<file path="config.mk">
export PLATFORM = sky130hd
export DESIGN_NAME = array_linked_list_engine_core
export DESIGN_NICKNAME = d
export VERILOG_FILES = /design/src/alle_pkg.sv /design/src/array_linked_list_engine_core.sv /design/src/alle_ctrl.sv /design/src/alle_dp.sv
export SDC_FILE = /design/constraint.sdc
export NUM_CORES = 1
export LEC_CHECK = 0
export ABC_AREA = 0
export BUFFER_PORTS_ARGS = -buffer_cell sky130_fd_sc_hd__buf_2
export CAP_MARGIN = 20
export CORE_MARGIN = 4
export CORE_UTILIZATION = 65
export DETAILED_ROUTE_END_ITERATION = 6
export PLACE_DENSITY = 0.82
export SYNTH_ARGS = -nofsm -noshare
export SYNTH_HDL_FRONTEND = slang
export SYNTH_SLANG_ARGS = --single-unit
</file>
<file path="constraint.sdc">
create_clock -name clk -period 16.5 [get_ports clk]
set_clock_uncertainty 0.05 [all_clocks]
set_input_delay 3.3 -clock clk [delete_from_list [all_inputs] [get_ports clk]]
set_output_delay 3.3 -clock clk [all_outputs]
set_load 0.02 [all_outputs]
</file>
<file path="src/alle_pkg.sv">
`timescale 1ns / 1ps
`default_nettype none

package alle_pkg;

  typedef enum logic [1:0] {
    ACT_INSERT   = 2'd0,
    ACT_REVERSE  = 2'd1,
    ACT_TRAVERSE = 2'd2,
    ACT_NONE     = 2'd3
  } action_t;

  localparam logic [1:0] ST_OK    = 2'd0;
  localparam logic [1:0] ST_FULL  = 2'd1;
  localparam logic [1:0] ST_EMPTY = 2'd2;

  typedef struct packed {
    logic [1:0]         action;
    logic signed [31:0] item_value;
  } in_word_t;

  typedef struct packed {
    logic [1:0]         status;
    logic signed [31:0] out_value;
    logic               last_item;
  } out_word_t;

  typedef struct packed {
    logic       load_item;
    logic       start_rev;
    logic       start_trv;
    logic       do_insert;
    logic       rd;
    logic       rev_wr;
    logic       rev_done;
    logic       trv_adv;
    logic       emit_val;
    logic       emit_st;
    logic [1:0] resp_status;
  } cmd_t;

  typedef struct packed {
    logic cur_end;
    logic head_empty;
    logic full;
    logic trv_last;
    logic out_free;
  } stat_t;

endpackage

`default_nettype wire

</file>
<file path="src/array_linked_list_engine_core.sv">
// Channel | Signals                            | Word
// item    | item_valid, item_ready, item       | in_word_t  (action, item_value)
// result  | result_valid, result_ready, result | out_word_t (status, out_value, last_item)
//
// Insert: S_INSERT, then S_RESP; unused action or traverse of an empty list: S_RESP.
// Reverse: a read-then-write link step per list entry, then S_RESP.
// Traverse: one registered memory read per value.
// Reset is synchronous; no clearing pass is needed.
// A blocked result holds the engine; item_ready is high only while idle.
`timescale 1ns / 1ps
`default_nettype none

module array_linked_list_engine_core
  import alle_pkg::*;
#(
  parameter int DEPTH = 16
) (
  input  wire logic      clk,
  input  wire logic      rst,
  input  wire logic      item_valid,
  output logic           item_ready,
  input  wire in_word_t  item,
  output logic           result_valid,
  input  wire logic      result_ready,
  output out_word_t      result
);

  cmd_t  cmd;
  stat_t stat;

  alle_ctrl u_ctrl (
    .clk        (clk),
    .rst        (rst),
    .item_valid (item_valid),
    .item_ready (item_ready),
    .action     (item.action),
    .stat       (stat),
    .cmd        (cmd)
  );

  alle_dp #(
    .DEPTH (DEPTH)
  ) u_dp (
    .clk          (clk),
    .rst          (rst),
    .item_value   (item.item_value),
    .cmd          (cmd),
    .stat         (stat),
    .result_valid (result_valid),
    .result_ready (result_ready),
    .result       (result)
  );

endmodule

`default_nettype wire

</file>
<file path="src/alle_ctrl.sv">
`timescale 1ns / 1ps
`default_nettype none

module alle_ctrl
  import alle_pkg::*;
(
  input  wire logic       clk,
  input  wire logic       rst,
  input  wire logic       item_valid,
  output logic            item_ready,
  input  wire logic [1:0] action,
  input  wire stat_t      stat,
  output cmd_t            cmd
);

  typedef enum logic [6:0] {
    S_IDLE    = 7'b0000001,
    S_INSERT  = 7'b0000010,
    S_REV_RD  = 7'b0000100,
    S_REV_WR  = 7'b0001000,
    S_TRV_RD  = 7'b0010000,
    S_TRV_OUT = 7'b0100000,
    S_RESP    = 7'b1000000
  } state_t;

  state_t     state, state_next;
  logic [1:0] resp_status, resp_status_next;

  always_ff @(posedge clk) begin
    if (rst) begin
      state       <= S_IDLE;
      resp_status <= ST_OK;
    end else begin
      state       <= state_next;
      resp_status <= resp_status_next;
    end
  end

  always_comb begin
    state_next       = state;
    resp_status_next = resp_status;
    cmd              = '0;
    cmd.resp_status  = resp_status;
    item_ready       = 1'b0;
    case (state)
      S_IDLE: begin
        item_ready = 1'b1;
        if (item_valid) begin
          case (action)
            ACT_INSERT: begin
              cmd.load_item = 1'b1;
              state_next    = S_INSERT;
            end
            ACT_REVERSE: begin
              cmd.start_rev = 1'b1;
              state_next    = S_REV_RD;
            end
            ACT_TRAVERSE: begin
              if (stat.head_empty) begin
                resp_status_next = ST_EMPTY;
                state_next       = S_RESP;
              end else begin
                cmd.start_trv = 1'b1;
                state_next    = S_TRV_RD;
              end
            end
            default: begin
              resp_status_next = ST_OK;
              state_next       = S_RESP;
            end
          endcase
        end
      end
      S_INSERT: begin
        if (stat.full) begin
          resp_status_next = ST_FULL;
        end else begin
          cmd.do_insert    = 1'b1;
          resp_status_next = ST_OK;
        end
        state_next = S_RESP;
      end
      S_REV_RD: begin
        if (stat.cur_end) begin
          cmd.rev_done     = 1'b1;
          resp_status_next = ST_OK;
          state_next       = S_RESP;
        end else begin
          cmd.rd     = 1'b1;
          state_next = S_REV_WR;
        end
      end
      S_REV_WR: begin
        cmd.rev_wr = 1'b1;
        state_next = S_REV_RD;
      end
      S_TRV_RD: begin
        cmd.rd     = 1'b1;
        state_next = S_TRV_OUT;
      end
      S_TRV_OUT: begin
        if (stat.out_free) begin
          cmd.emit_val = 1'b1;
          if (stat.trv_last) begin
            state_next = S_IDLE;
          end else begin
            cmd.trv_adv = 1'b1;
            state_next  = S_TRV_RD;
          end
        end
      end
      S_RESP: begin
        if (stat.out_free) begin
          cmd.emit_st = 1'b1;
          state_next  = S_IDLE;
        end
      end
      default: begin
        state_next = S_IDLE;
      end
    endcase
  end

  // hold the traverse word while the output is blocked
  a_trv_hold: assert property (@(posedge clk) disable iff (rst)
    (state == S_TRV_OUT && !stat.out_free) |=> state == S_TRV_OUT)
    else $error("traverse left before emitting");

  a_rev_loop: assert property (@(posedge clk) disable iff (rst)
    cmd.rev_wr |=> state == S_REV_RD)
    else $error("reverse step did not return to read");

  a_ready_idle: assert property (@(posedge clk) disable iff (rst)
    item_ready |-> state == S_IDLE)
    else $error("input taken outside idle");

endmodule

`default_nettype wire

</file>
<file path="src/alle_dp.sv">
`timescale 1ns / 1ps
`default_nettype none

module alle_dp
  import alle_pkg::*;
#(
  parameter int DEPTH = 16
) (
  input  wire logic               clk,
  input  wire logic               rst,
  input  wire logic signed [31:0] item_value,
  input  wire cmd_t               cmd,
  output stat_t                   stat,
  output logic                    result_valid,
  input  wire logic               result_ready,
  output out_word_t               result
);

  localparam int IW = $clog2(DEPTH + 1);
  localparam int AW = $clog2(DEPTH);
  localparam logic [IW-1:0] END_IDX = IW'(DEPTH);

  logic signed [31:0] value_mem [DEPTH];
  logic [IW-1:0]      link_mem  [DEPTH];

  logic [IW-1:0]      head;
  logic [IW-1:0]      free;
  logic [IW-1:0]      cur;
  logic [IW-1:0]      prev;
  logic [IW-1:0]      steps;
  logic signed [31:0] item_reg;
  logic signed [31:0] value_q;
  logic [IW-1:0]      link_q;
  logic [IW-1:0]      plus_q;
  logic               fresh_q;
  logic [IW-1:0]      nxt;
  logic [AW-1:0]      cur_a;
  logic [AW-1:0]      free_a;

  assign cur_a  = cur[AW-1:0];
  assign free_a = free[AW-1:0];
  // entries at or above the fill point were never written; their link is taken as the next index
  assign nxt    = fresh_q ? plus_q : link_q;

  always_ff @(posedge clk) begin
    if (cmd.do_insert) begin
      value_mem[free_a] <= item_reg;
    end
    if (cmd.rd) begin
      value_q <= value_mem[cur_a];
    end
  end

  always_ff @(posedge clk) begin
    if (cmd.do_insert) begin
      link_mem[free_a] <= head;
    end else if (cmd.rev_wr) begin
      link_mem[cur_a] <= prev;
    end
    if (cmd.rd) begin
      link_q  <= link_mem[cur_a];
      plus_q  <= cur + 1'b1;
      fresh_q <= (cur >= free);
    end
  end

  always_ff @(posedge clk) begin
    if (cmd.load_item) begin
      item_reg <= item_value;
    end
  end

  always_ff @(posedge clk) begin
    if (rst) begin
      head  <= END_IDX;
      free  <= '0;
      cur   <= END_IDX;
      prev  <= END_IDX;
      steps <= '0;
    end else begin
      if (cmd.do_insert) begin
        head <= free;
        free <= free + 1'b1;
      end
      if (cmd.rev_done) begin
        head <= prev;
      end
      if (cmd.start_rev) begin
        cur   <= head;
        prev  <= END_IDX;
        steps <= '0;
      end
      if (cmd.start_trv) begin
        cur   <= head;
        steps <= '0;
      end
      if (cmd.rev_wr) begin
        prev  <= cur;
        cur   <= nxt;
        steps <= steps + 1'b1;
      end
      if (cmd.trv_adv) begin
        cur   <= nxt;
        steps <= steps + 1'b1;
      end
    end
  end

  always_ff @(posedge clk) begin
    if (rst) begin
      result_valid <= 1'b0;
    end else if (cmd.emit_val || cmd.emit_st) begin
      result_valid <= 1'b1;
    end else if (result_ready) begin
      result_valid <= 1'b0;
    end
  end

  always_ff @(posedge clk) begin
    if (cmd.emit_val) begin
      result.status    <= ST_OK;
      result.out_value <= value_q;
      result.last_item <= stat.trv_last;
    end else if (cmd.emit_st) begin
      result.status    <= cmd.resp_status;
      result.out_value <= '0;
      result.last_item <= 1'b1;
    end
  end

  always_comb begin
    stat.cur_end    = (cur >= END_IDX) || (steps >= END_IDX);
    stat.head_empty = (head >= END_IDX);
    stat.full       = (free >= END_IDX);
    stat.trv_last   = (nxt >= END_IDX) || (steps >= END_IDX - 1'b1);
    stat.out_free   = !result_valid || result_ready;
  end

  a_ins_room: assert property (@(posedge clk) disable iff (rst)
    cmd.do_insert |-> !stat.full)
    else $error("insert into full store");

  a_emit_free: assert property (@(posedge clk) disable iff (rst)
    (cmd.emit_val || cmd.emit_st) |-> stat.out_free)
    else $error("output overwritten");

  a_ins_head: assert property (@(posedge clk) disable iff (rst)
    cmd.do_insert |=> head == $past(free))
    else $error("head not moved to new slot");

  a_steps: assert property (@(posedge clk) disable iff (rst)
    steps <= END_IDX && free <= END_IDX)
    else $error("walk or fill count out of range");

endmodule

`default_nettype wire

</file>
Yosys cells after proc, flatten, opt, wreduce, memory -nomap -nowiden
Memory sizes are Yosys's and may differ from the RTL's. A register that Yosys moved wholly into a read port is not among the register bits.
Index checks and enable logic that the tools add are counted.
{"block": "word_totals", "regBits": 108, "latch_bits": 0, "ram_bits": 592, "mem_bits_ro": 0, "input_bits": 38, "out_inout_bits": 37, "elab_cells": 115, "mem_count": 2}
{"block": "classes", "n_addsub": 3, "mul": 0, "div_mod_pow": 0, "magnitude_cmp": 7, "eq_ne": 15, "shifts": 0, "muxes": 58, "bitwise": 0, "n_reduce_logical": 16}
{"name": "u_dp.value_mem", "depth": 16, "word_bits": 32, "rd": 1, "rd_clocked_by_memory_dff": 1, "write_ports": 1, "line_no": "alle_dp.sv:23", "rtl": "logic signed [31:0] value_mem [DEPTH];"}
{"name": "u_dp.link_mem", "depth": 16, "word_bits": 5, "rd": 1, "rd_clocked_by_memory_dff": 1, "write_ports": 1, "line_no": "alle_dp.sv:24", "rtl": "logic [IW-1:0] link_mem [DEPTH];"}
{"operator": "$mux W5", "count": 15}
{"operator": "$mux W33", "count": 2}
{"operator": "$pmux W7 S7", "count": 1}
{"operator": "$mux W7", "count": 5}
{"operator": "$ge A5 B5 Y1 const B", "count": 5}
{"operator": "$mux W1", "count": 23}
{"operator": "$pmux W7 S3", "count": 1}
{"operator": "$add A5 B1 Y5 const B", "count": 3}
{"operator": "$mux W2", "count": 5}
{"operator": "$ne A2 B2 Y1 const B", "count": 5}
{"operator": "$reduce_bool A2 Y1", "count": 4}
{"operator": "$eq A7 B1 Y1 const B", "count": 1}
{"operator": "$eq A7 B2 Y1 const B", "count": 1}
{"operator": "$eq A7 B3 Y1 const B", "count": 1}
{"operator": "$eq A7 B4 Y1 const B", "count": 1}
{"operator": "$eq A7 B5 Y1 const B", "count": 1}
{"operator": "$eq A7 B6 Y1 const B", "count": 1}
{"operator": "$eq A7 B7 Y1 const B", "count": 1}
{"operator": "$mux W3", "count": 2}
{"operator": "$pmux W2 S3", "count": 1}
{"operator": "$ge A5 B4 Y1 const B", "count": 1}
{"operator": "$ge A5 B5 Y1", "count": 1}
{"operator": "$reduce_and A5 Y1", "count": 1}
{"operator": "$reduce_or A5 Y1", "count": 1}
{"operator": "13 further kinds", "count": 16}

Logic depth before layout (Yosys ltp)
Gate-level depths: netlist of run 1.
{"block": "depth", "ltp_word": 9, "depth_mapped": 10, "depth_no_buf": 8}

By module
A second synthesis of run 1 with hierarchy kept.
{"block": "unflattened", "cells_unflattened": 1466, "area_unflattened_um2": 28308.4}
{"mod": "alle_dp", "n_inst": 1, "cells_each": 1376, "area_each_um2": 27629.0, "seq_area_each_um2": 21580.7}
{"mod": "alle_ctrl", "n_inst": 1, "cells_each": 90, "area_each_um2": 679.4, "seq_area_each_um2": 180.2}

Least setup slack after synthesis of run 1
OpenSTA, ideal clock, no wires.
{"block": "synth_timing", "kind": "input port to flip-flop", "from": "input item[33] (netlist bit)", "to": "register u_dp.item_reg[0], enable pin", "setup_time_ps": 514, "arrival_time_ps": 6724, "required_ps": 15936, "setup_slack_ps": 9212, "stages": 1, "path_buffers": 0, "path_cell_list": "nor4b_1"}
{"block": "synth_via", "elab_chain_len": 4}
{"element": "start: declaration", "line_no": "array_linked_list_engine_core.sv:22", "rtl": "input wire in_word_t item,"}
{"element": "$logic_not A2 Y1", "line_no": "alle_ctrl.sv:49", "rtl": "case (action)"}
{"element": "$mux W1", "line_no": "alle_ctrl.sv:49"}
{"element": "$mux W3", "line_no": "alle_ctrl.sv:48", "rtl": "if (item_valid) begin"}
{"element": "$mux W3", "line_no": "alle_ctrl.sv:45", "rtl": "case (state)"}
{"element": "end signal: assignment", "line_no": "alle_dp.sv:69", "rtl": "item_reg <= item_value;"}
{"element": "end: declaration", "line_no": "alle_dp.sv:31", "rtl": "logic signed [31:0] item_reg;"}
Every way passes these cells.
A chain may end at the register's enable or synchronous reset.

Final worst setup path of run 1
{"block": "layout_timing", "from": "register u_ctrl.state[6]", "to": "output item_ready"}
{"block": "layout_via", "elab_chain_len": 2}
{"element": "start: declaration", "line_no": "alle_ctrl.sv:26", "rtl": "state_t state, state_next;"}
{"element": "start signal: assignment", "line_no": "alle_ctrl.sv:34", "rtl": "state <= state_next;"}
{"element": "$eq A7 B1 Y1", "line_no": "alle_ctrl.sv:45"}
{"element": "$mux W1", "line_no": "alle_ctrl.sv:45"}
{"element": "end: declaration", "line_no": "array_linked_list_engine_core.sv:21", "rtl": "output logic item_ready,"}
Every way passes these cells.

==> results, run 1 <==
- The longest clock path from root to sink contains 3 buffers.
- The overall global routing resource usage is 0.2897.
- The min-delay analysis places its worst path in the category flop to flop.
- By area the synthesized netlist is led by sky130_fd_sc_hd__edfxtp_1 (75%), sky130_fd_sc_hd__mux4_2 (15%), sky130_fd_sc_hd__dfxtp_1 (2.6%), sky130_fd_sc_hd__and2_1 (0.87%), sky130_fd_sc_hd__nor2_1 (0.65%).
- The remaining antenna violation count is 0.
- The total negative slack is 0 ns.
- Entering global routing, the biggest net connects 116 pins.
- The end of the worst register-to-register path is u_dp.value_q[9].
- The die covers 46620 µm².
- Walking the worst path, the cells encountered are or4_1, or2_0, inv_1, buf_2.
- The clock input transition at the sequential cells of the worst setup and hold paths is 0.06 ns.
- u_dp.value_mem holds more flip-flops than any other register.
- For this configuration, the core starts out at a cell density of 0.6639.
- For this run, design rule violations remaining after detail routing come to 0.
- Of the post-synthesis cell area, the dominant cell type holds 0.7481.
- The number of placement rows is 75.
- The number of antenna violations at the first check in global routing is 0.
- The critical path is of the flop to output port type.
- Routability-driven placement finished with a final weighted congestion of 0.8321.
- In this run the cell area measured after placement is 29140 µm².
- The cell at the root of the clock tree is sky130_fd_sc_hd__clkbuf_16.
- The kind of start point of the critical path is a flop.
- Along the worst path, the maximum fanout reaches 10.
- The dominant delay contributor by cell family on the critical path is simple AND/OR/NAND/NOR gates.
- The final worst setup slack is 10.82 ns.
- The number of buffers added by the clock tree synthesis step is 71.
- After the last flow step, the layout net total stands at 1450.
- The completed layout was analyzed and its total power is 3.750 mW.
- For this run the aggregate overflow at the end of global routing stands at 0.
- In the final layout, the registers with the most flip-flops are u_dp.value_mem: 512 flops, u_dp.link_mem: 80 flops, u_dp.result: 35 flops.
- The leakage component of the power is 9.975 nW.
- TritonCTS built the clock tree.
- The run finished with clean final reports.
- The multi-input combinational cells in the finished layout cover a total of 6065 µm².
- Setup repair after global routing left no endpoint under its margin.
- Counting every instance in the synthesized netlist gives 1296.
- The wire length of the first global-routing pass is 97.99 mm.
- The cell count of the worst reg-to-reg path is 4.
- The share of layout cells above drive strength 1 is 0.2911.
- Final hold analysis gives a worst-case slack of 0.4328 ns.
- In this run, synthesis produced a sequential element count of 737.
- Buffers added to address setup during post-CTS repair amount to 0.
- The mean instance size in the synthesized netlist is 21.68 µm².
- The first detailed-routing pass took 6 iterations.
- The reg-to-reg startpoint is u_dp.cur[1].
- The post-cts repair resize count is 0.
- The part of the cycle the worst path needs is 0.3441.
- VDD sags by at most 0.09640 mV.
- The reported max-cap violation count is 0.
- After routing the design area is 31610 µm².
- The placeable core area is 42320 µm².
- The async set-reset flop share out of synthesis is 0.
- The number of cells on the critical path is 4.
- The growth of design area from synthesis to finish is 12.51%.
- After detailed routing, the average wire length per cell comes to 32.63 µm.
- The number of sinks handled by clock tree synthesis is 737.
- The number of design-rule violations left by the first detailed-router iteration is 2005.
- The number of pins with negative max-slew slack in the final report is 0.
- The largest area contributor in the synthesized netlist is sky130_fd_sc_hd__edfxtp_1.
- Yosys mapped a number of flops with a built-in enable equal to 700.
- The number of fill cells is 2147.
- The minimum clock period is 5.677 ns.
- The H-tree was split into 3 levels.
- The pin slew with the least headroom to its limit is 1.063 ns.
- The number of nets handed over by synthesis was 1346.
- The count of synthesis-stage warnings from yosys is 0.
- The number of global-route vias before repair came to 14370.
- The number of vias per cell is 6.916.
- The post-cts hold buffer count is 0.
- For this design the top-level I/O count stands at 75.
- The via total after detailed routing is 14040.
- The number of library cell types mapped by synthesis is 57.
- On the critical path, the stage with the largest delay is an instance of sky130_fd_sc_hd__or4_1.
- In this run the tightest slew margin relative to its limit is 0.2914.
- The vertical die dimension is 215.9 µm.
- Setup violations remaining at the end of the flow were counted as 0.
- The register-to-register setup slack is 12.67 ns.
- The worst path buffer plus inverter count is 2.
- Counting instances, the worst hold path has a depth of 2.
- Dividing total power by cell area gives a power density of 118.6 nW/µm².
- The post-place setup slack is 11.11 ns.
- In this run the worst setup path terminates at item_ready.
- The diode insertion count for antenna repair is 0.
- The largest stage delay on the critical path is 0.69 ns.
- The sequential cell area is 21770 µm².
- After detailed routing, the total wire length is 66.24 mm.
- After synthesis the cells add up to 28100 µm².
- The startpoint of the worst setup timing path is u_ctrl.state[6].
- The final hold violation count is 0.
- STA classifies the critical path endpoint as an output port.
- Data on the critical path is required at its endpoint by 13.15 ns.
- The die width is 215.9 µm.
- For the worst setup path, the data arrival time is 2.33 ns.
- The number of flip-flops under the largest register name is 512.
- The count of buffers added on input and output ports is 74.
- The dominant register cell in the synthesized netlist is sky130_fd_sc_hd__edfxtp_1.
- Clock latency on the worst-skew pair, taken at its later pin, is 0.60 ns.
- Of the synthesized area, sequential elements account for 0.7744.
- The highest clock frequency the design can meet is 176.2 MHz.
- The wire-length estimate of the detail-placed layout is 30.36 mm.
kinds of logic after synthesis:
family                     synth area share
AOI/OAI and AO/OA                   0.01554
xor gates and xnor gates           0.002805
adders and majority gates          0.005343
buffers and inverters               0.01144
DFF                                  0.7744
muxes                                0.1508
and+or+nand+nor                     0.03967
layer usage:
metal	share of wire	GRT usage	up-vias
met3	0.092	0.05134	136
met5	0	0	-
met4	0.032	0.09793	0
met1	0.36	0.3974	7289
li1	-	-	5587
met2	0.51	0.4845	1027
cell usage after synthesis (3+ instances only):
cell / n
sky130_fd_sc_hd__or4_1: 5
sky130_fd_sc_hd__inv_1: 12
sky130_fd_sc_hd__a31oi_1: 4
sky130_fd_sc_hd__nand2b_1: 5
sky130_fd_sc_hd__and2_1: 39
sky130_fd_sc_hd__buf_1: 15
sky130_fd_sc_hd__and3_1: 15
sky130_fd_sc_hd__o22ai_1: 4
sky130_fd_sc_hd__nor4b_1: 4
sky130_fd_sc_hd__nand3_1: 10
sky130_fd_sc_hd__nor2b_1: 4
sky130_fd_sc_hd__nand4b_1: 3
sky130_fd_sc_hd__or3_1: 4
sky130_fd_sc_hd__a21oi_1: 19
sky130_fd_sc_hd__xor2_1: 3
sky130_fd_sc_hd__mux4_2: 185
sky130_fd_sc_hd__dfxtp_1: 37
sky130_fd_sc_hd__edfxtp_1: 700
sky130_fd_sc_hd__mux2i_1: 7
sky130_fd_sc_hd__xnor2_1: 6
sky130_fd_sc_hd__or3b_2: 3
sky130_fd_sc_hd__nand4_1: 3
sky130_fd_sc_hd__a211oi_1: 11
sky130_fd_sc_hd__nor3_1: 8
sky130_fd_sc_hd__ha_1: 12
sky130_fd_sc_hd__buf_2: 5
sky130_fd_sc_hd__nor4_1: 5
sky130_fd_sc_hd__o21ai_0: 4
sky130_fd_sc_hd__a22oi_1: 7
sky130_fd_sc_hd__nor2_1: 49
sky130_fd_sc_hd__clkbuf_1: 47
sky130_fd_sc_hd__nand2_1: 30
layout by cell type (no fill, tap or decap), types with 7 or more instances in the layout:
master                      instances
sky130_fd_sc_hd__mux2i_1            7
sky130_fd_sc_hd__nand3_1           10
sky130_fd_sc_hd__a21oi_1           19
sky130_fd_sc_hd__clkinv_2          15
sky130_fd_sc_hd__a22oi_1            7
sky130_fd_sc_hd__bufinv_16          9
sky130_fd_sc_hd__clkbuf_16         74
sky130_fd_sc_hd__inv_1             12
sky130_fd_sc_hd__nor3_1             8
sky130_fd_sc_hd__nor2_1            48
sky130_fd_sc_hd__buf_4             19
sky130_fd_sc_hd__a211oi_1          11
sky130_fd_sc_hd__clkinv_1           9
sky130_fd_sc_hd__and3_2            12
sky130_fd_sc_hd__clkbuf_1          10
sky130_fd_sc_hd__dfxtp_1           33
sky130_fd_sc_hd__ha_1              12
sky130_fd_sc_hd__and2_1            35
sky130_fd_sc_hd__buf_2             74
sky130_fd_sc_hd__mux4_2           185
sky130_fd_sc_hd__edfxtp_1         700
sky130_fd_sc_hd__nand2_1           30
area by class of cell:
type | instances | share of cell area
Tap cell | 577 | 0.02284
Multi-Input combinational cell | 478 | 0.1918
Sequential cell | 737 | 0.6887
Clock buffer | 84 | 0.05976
Timing Repair Buffer | 100 | 0.02090
Clock inverter | 42 | 0.01452
Inverter | 12 | 0.001425
worst min-delay path by stage:
stage | slack, ns | start | end
6_report | 0.43 | u_dp.result[33] | u_dp.result[33]
5_1_grt | 0.47 | u_dp.result[33] | u_dp.result[33]
4_1_cts | 0.44 | u_dp.result[33] | u_dp.result[33]
3_5_place_dp | 0.43 | u_dp.result[33] | u_dp.result[33]
3_3_place_gp | 0.42 | u_dp.result[33] | u_dp.result[33]
2_1_floorplan | 0.40 | u_dp.head[0] | u_dp.head[0]
report_power, final:
part / internal, mW / switching (mW)
Clock: 0.963 / 0.693
Sequential: 2.04 / 0.0146
Combinational: 0.0145 / 0.0263
tightest hold or removal path, cell delays in order (launching register included):
cell,delay (ns)
sky130_fd_sc_hd__dfxtp_1,0.33
sky130_fd_sc_hd__inv_1,0.06
sky130_fd_sc_hd__o22ai_1,0.05
through the flow:
stage / utilization / cells
4_1_cts: 0.7440 / 2024
3_3_place_gp: 0.6885 / 1898
5_1_grt: 0.7470 / 2030
2_1_floorplan: - / 1296
3_5_place_dp: 0.6885 / 1898
6_report: 0.7470 / 2030
Power figures use the tool's default switching activity.
==> run 2, diff against run 1 <==
--- a/config.mk
+++ b/config.mk
@@ -5,13 +5,13 @@
 export SDC_FILE = /design/constraint.sdc
 export NUM_CORES = 1
 export LEC_CHECK = 0
-export ABC_AREA = 0
+export ABC_AREA = 1
 export BUFFER_PORTS_ARGS = -buffer_cell sky130_fd_sc_hd__buf_2
 export CAP_MARGIN = 20
 export CORE_MARGIN = 4
-export CORE_UTILIZATION = 65
+export CORE_UTILIZATION = 62
 export DETAILED_ROUTE_END_ITERATION = 6
-export PLACE_DENSITY = 0.82
+export PLACE_DENSITY = 0.78
 export SYNTH_ARGS = -nofsm -noshare
 export SYNTH_HDL_FRONTEND = slang
 export SYNTH_SLANG_ARGS = --single-unit
==> constraint.sdc (replaced) <==
create_clock -name clk -period 5.3 [get_ports clk]
set_clock_uncertainty 0.05 [all_clocks]
set_input_delay 1.06 -clock clk [delete_from_list [all_inputs] [get_ports clk]]
set_output_delay 1.06 -clock clk [all_outputs]
set_load 0.02 [all_outputs]
==> run 2 against run 1 <==
Against the previous run:
- sequential share of layout area decreased by 1.2 points
- global-route usage shrank 2.0 points
- wire length is 3.3% higher
- critical path depth is 2 higher
==> results, run 2 <==
- The share of total power in combinational logic is 0.065 (was 0.011).
- The share of layout cells above drive strength 1 is 0.1174 (was 0.2911).
- The fraction of the mapped netlist area in simple logic gates was 0.1109 (was 0.03967).
- The register with the most flip-flops is u_dp.value_mem (unchanged).
- The reported max-cap violation count is 0 (unchanged).
- The final worst setup slack is 2.361 ns (was 10.82 ns).
- The fraction of synthesized cell area in xor and xnor cells was 0.001212 (was 0.002805).
- The number of placement rows is 78 (was 75).
- The HPWL after detailed placement came to 35.65 mm (was 30.36 mm).
- The minimum clock period is 2.939 ns.
- The kind of start point of the critical path is a flop (unchanged).
- The total routed wirelength was 68.41 mm (was 66.24 mm).
- The clock network fraction of design power is 0.404 (was 0.442).
- The final hold violation count is 0 (unchanged).
- The library cell with the highest instance count after synthesis is sky130_fd_sc_hd__edfxtp_1 (unchanged).
- The number of design-rule violations left by the first detailed-router iteration is 2847 (was 2005).
- The data required time of the critical path is 5.61 ns (was 13.15 ns).
- The post-cts repair resize count is 0 (unchanged).
- The net load switching power is 2.776 mW (was 0.7338 mW).
- The part of the cycle the worst path needs is 0.5545.
- The number of nets in the finished design is 2341 (was 1450).
- The overall overflow remaining after global route is 0 (unchanged).
- Largest cells by area after synthesis: sky130_fd_sc_hd__edfxtp_1 (73%), sky130_fd_sc_hd__nor2_1 (5.9%), sky130_fd_sc_hd__o21ai_0 (5.5%), sky130_fd_sc_hd__dfxtp_1 (2.6%), sky130_fd_sc_hd__nand2_1 (2.4%) (was sky130_fd_sc_hd__edfxtp_1 (75%), sky130_fd_sc_hd__mux4_2 (15%), sky130_fd_sc_hd__dfxtp_1 (2.6%), sky130_fd_sc_hd__and2_1 (0.87%), sky130_fd_sc_hd__nor2_1 (0.65%)).
- The proportion of netlist area held by the largest area contributor is 0.7273 (was 0.7481).
- The most common library cell in the layout ignoring fill and taps is sky130_fd_sc_hd__edfxtp_1 (unchanged).
- The vertical die dimension is 223.9 µm (was 215.9 µm).
- The CTS tree is built (unchanged).
- The compound-gate portion of the synthesized area came to 0.1001 (was 0.01554).
- The number of synthesized register bits is 737 (unchanged).
- The remaining antenna violation count was 0 (unchanged).
- The buffer levels on the longest clock path came to 3 (unchanged).
- The internal power contribution came to 9.514 mW (was 3.016 mW).
- The post-synthesis mux area share came to 0 (was 0.1508).
- The clock input transition at the sequential cells of the worst setup and hold paths is 0.06 ns (about the same).
- The mean instance size in the synthesized netlist is 12.93 µm² (was 21.68 µm²).
- The deepest level of the CTS H-tree is 3 (unchanged).
- The overall global routing resource usage is 0.2692 (was 0.2897).
- The async set-reset flop share out of synthesis is 0 (unchanged).
- The main combinational cell family by area after synthesis is simple AND/OR/NAND/NOR gates (was multiplexers).
- The number of top-level pins is 75 (unchanged).
- The total negative slack is 0 ns (unchanged).
- The number of sinks handled by clock tree synthesis was 737 (unchanged).
- The pin slew with the least headroom to its limit was 1.135 ns (was 1.063 ns).
- The kind of critical path is flop to flop (was flop to output port).
- The largest net degree at the start of global routing was 235 (was 116).
- The count of input and output buffers came to 74 (unchanged).
- The number of global-route vias before repair came to 17890 (was 14370).
- The number of pins with negative max-slew slack in the final report is 0 (unchanged).
- The number of instances in the synthesized netlist is 2235 (was 1296).
- The post-place setup slack was 2.404 ns (was 11.11 ns).
- The synthesized net count was 2285 (was 1346).
- The adder and majority cell fraction of the synthesized area was 0.005195 (was 0.005343).
- Top post-synthesis cells by count: sky130_fd_sc_hd__edfxtp_1 (700), sky130_fd_sc_hd__nor2_1 (453), sky130_fd_sc_hd__o21ai_0 (315), sky130_fd_sc_hd__nand2_1 (188), sky130_fd_sc_hd__nand3_1 (88) (was sky130_fd_sc_hd__edfxtp_1 (700), sky130_fd_sc_hd__mux4_2 (185), sky130_fd_sc_hd__nor2_1 (49), sky130_fd_sc_hd__clkbuf_1 (47), sky130_fd_sc_hd__and2_1 (39)).
- The kind of path behind the tightest hold check is flop to flop (unchanged).
- The sequential cell area is 21770 µm² (about the same).
- The leakage component of the power is 10.92 nW (was 9.975 nW).
- The placeable core area came to 45770 µm² (was 42320 µm²).
- The placer congestion estimate is 0.8643 (was 0.8321).
- The first-pass iteration count of the detailed router is 6 (unchanged).
- The arrival time at the worst endpoint was 3.25 ns (was 2.33 ns).
- The sequential group share of total power is 0.531 (was 0.548).
- The count of buffers added by post-CTS timing repair for setup is 0 (unchanged).
- RSZ-0062 raised after global routing: false (unchanged).
- The worst vdd rail ir drop came to 0.2932 mV (was 0.09640 mV).
- The via total after detailed routing is 18430 (was 14040).
- The die area is 50130 µm² (was 46620 µm²).
- The count of synthesis-stage warnings from yosys came to 0 (unchanged).
- The number of design rule violations left after detail routing is 0 (unchanged).
- The largest area contributor in the synthesized netlist is sky130_fd_sc_hd__edfxtp_1 (unchanged).
- The number of antenna violations at the first check in global routing was 0 (unchanged).
- The worst-skew pair later-pin latency is 0.61 ns (was 0.60 ns).
- The power per cell area is 381.8 nW/µm² (was 118.6 nW/µm²).
- The number of vias per cell is 6.264 (was 6.916).
- The diode insertion count for antenna repair is 0 (unchanged).
- The netlist area before placement came to 28900 µm² (was 28100 µm²).
- Commonest cells after routing, fill and taps aside: sky130_fd_sc_hd__edfxtp_1 (700), sky130_fd_sc_hd__nor2_1 (435), sky130_fd_sc_hd__o21ai_0 (315) (was sky130_fd_sc_hd__edfxtp_1 (700), sky130_fd_sc_hd__mux4_2 (185), sky130_fd_sc_hd__clkbuf_16 (74), sky130_fd_sc_hd__buf_2 (74), sky130_fd_sc_hd__nor2_1 (48)).
- The wire length of the first global-routing pass is 103.1 mm (was 97.99 mm).
- The cell at the root of the clock tree is sky130_fd_sc_hd__clkbuf_16 (unchanged).
- The initial cell density of the core came to 0.6314 (was 0.6639).
- The number of synthesized flops with an enable pin came to 700 (unchanged).
- The sequential-to-total area share from yosys stat was 0.7529 (was 0.7744).
- The multi-input combinational cell area is 6431 µm² (was 6065 µm²).
- Run status: complete, no violations (unchanged).
- The headroom to the max-slew limit was 0.2436 (was 0.2914).
- The highest net fanout along the worst path was 183 (was 10).
- The number of fill cells is 2952 (was 2147).
- The setup-violating endpoint count in the final report is 0 (unchanged).
- Derived from the worst setup path, the maximum achievable clock frequency is 340.3 MHz.
- The tightest hold margin is 0.4224 ns (was 0.4328 ns).
- The proportion of total power due to net switching is 0.2259 (was 0.1957).
- The post-cts hold buffer count is 0 (unchanged).
- Biggest registers after layout: u_dp.value_mem: 512 flops, u_dp.link_mem: 80 flops, u_dp.result: 35 flops (unchanged).
- The type of element capturing the critical path is a flop (was output port).
- The dominant register cell in the synthesized netlist was sky130_fd_sc_hd__edfxtp_1 (unchanged).
- The number of library cell types mapped by synthesis is 40 (was 57).
- The growth of design area from synthesis to finish is 11.37% (was 12.51%).
- The die width is 223.9 µm (was 215.9 µm).
- The wire length per cell after detailed routing was 23.24 µm (was 32.63 µm).
- The number of flip-flops under the largest register name was 512 (unchanged).
- The number of buffers added by the clock tree synthesis step is 72 (was 71).
==> run 2: cell count changes in the layout (fill, tap and decap cells not counted), moves of 20 or more <==
cell / previous run / this run
sky130_fd_sc_hd__o211ai_1: 0 / 54
sky130_fd_sc_hd__o21ai_0: 4 / 315
sky130_fd_sc_hd__and2_1: 35 / 0
sky130_fd_sc_hd__mux4_2: 185 / 0
sky130_fd_sc_hd__o22ai_1: 4 / 75
sky130_fd_sc_hd__nor2_1: 48 / 435
sky130_fd_sc_hd__nand3_1: 10 / 88
sky130_fd_sc_hd__inv_1: 12 / 69
sky130_fd_sc_hd__nor2_4: 1 / 21
sky130_fd_sc_hd__nand2_1: 30 / 187
==> run 2: layer usage <==
metal	share of wire	track usage
met1	0.38	0.3781
met2	0.48	0.4348
met3	0.11	0.04652
met4	0.025	0.09445
met5	0	0
==> run 2: cell type report <==
type,instances,share of cell area
inverter,82,0.009951
clock inverter,37,0.01096
tap,600,0.02332
sequential,737,0.6763
clock buffer,89,0.05986
multi-input combinational,1292,0.1998
timing repair buffer,106,0.01975
==> run 2: logic make-up (layout without fill, tap and decap cells) <==
group,count (synthesis),in the layout
simple gates,769,769
flops,737,737
compound gates,507,507
buf+inv,206,314
fa+ha+maj,12,12
xor+xnor,4,4
==> run 2: final timing paths <==
path / start / to / slack [ns] / cells past startpoint
worst max-delay path: u_dp.cur[0] / u_dp.value_q[7] / 2.36 / 6
worst min-delay path: u_ctrl.resp_status[0] / u_dp.result[33] / 0.42 / 2
worst max register to register: u_dp.cur[0] / u_dp.value_q[7] / 2.36 / 6
worst min register to register: u_ctrl.resp_status[0] / u_dp.result[33] / 0.42 / 2
==> run 2: critical path, stage by stage (launching register included) <==
cell,delay [ns]
sky130_fd_sc_hd__dfxtp_4,0.81
sky130_fd_sc_hd__inv_8,0.40
sky130_fd_sc_hd__buf_4,0.54
sky130_fd_sc_hd__o21ai_0,0.28
sky130_fd_sc_hd__o21ai_1,0.09
sky130_fd_sc_hd__o211ai_1,0.20
sky130_fd_sc_hd__nand3_1,0.09
==> run 2: power groups by stage <==
stage	sequential, mW	combinational (mW)	clock, mW
3_3_place_gp	6.64	0.759	0
6_report	6.52	0.802	4.97
2_1_floorplan	6.62	0.551	0
3_5_place_dp	6.64	0.783	0
4_1_cts	6.52	0.792	5.02
5_1_grt	6.53	0.882	5.27
==> run 2: through the flow <==
stage            util  total power [mW]  instance area, µm²  cells
2_1_floorplan       -             7.174               28900   2235
3_3_place_gp   0.6530             7.400               29890   2816
3_5_place_dp   0.6530             7.427               29890   2816
4_1_cts        0.7028             12.33               32170   2942
5_1_grt        0.7032             12.69               32190   2943
6_report       0.7032             12.29               32190   2943
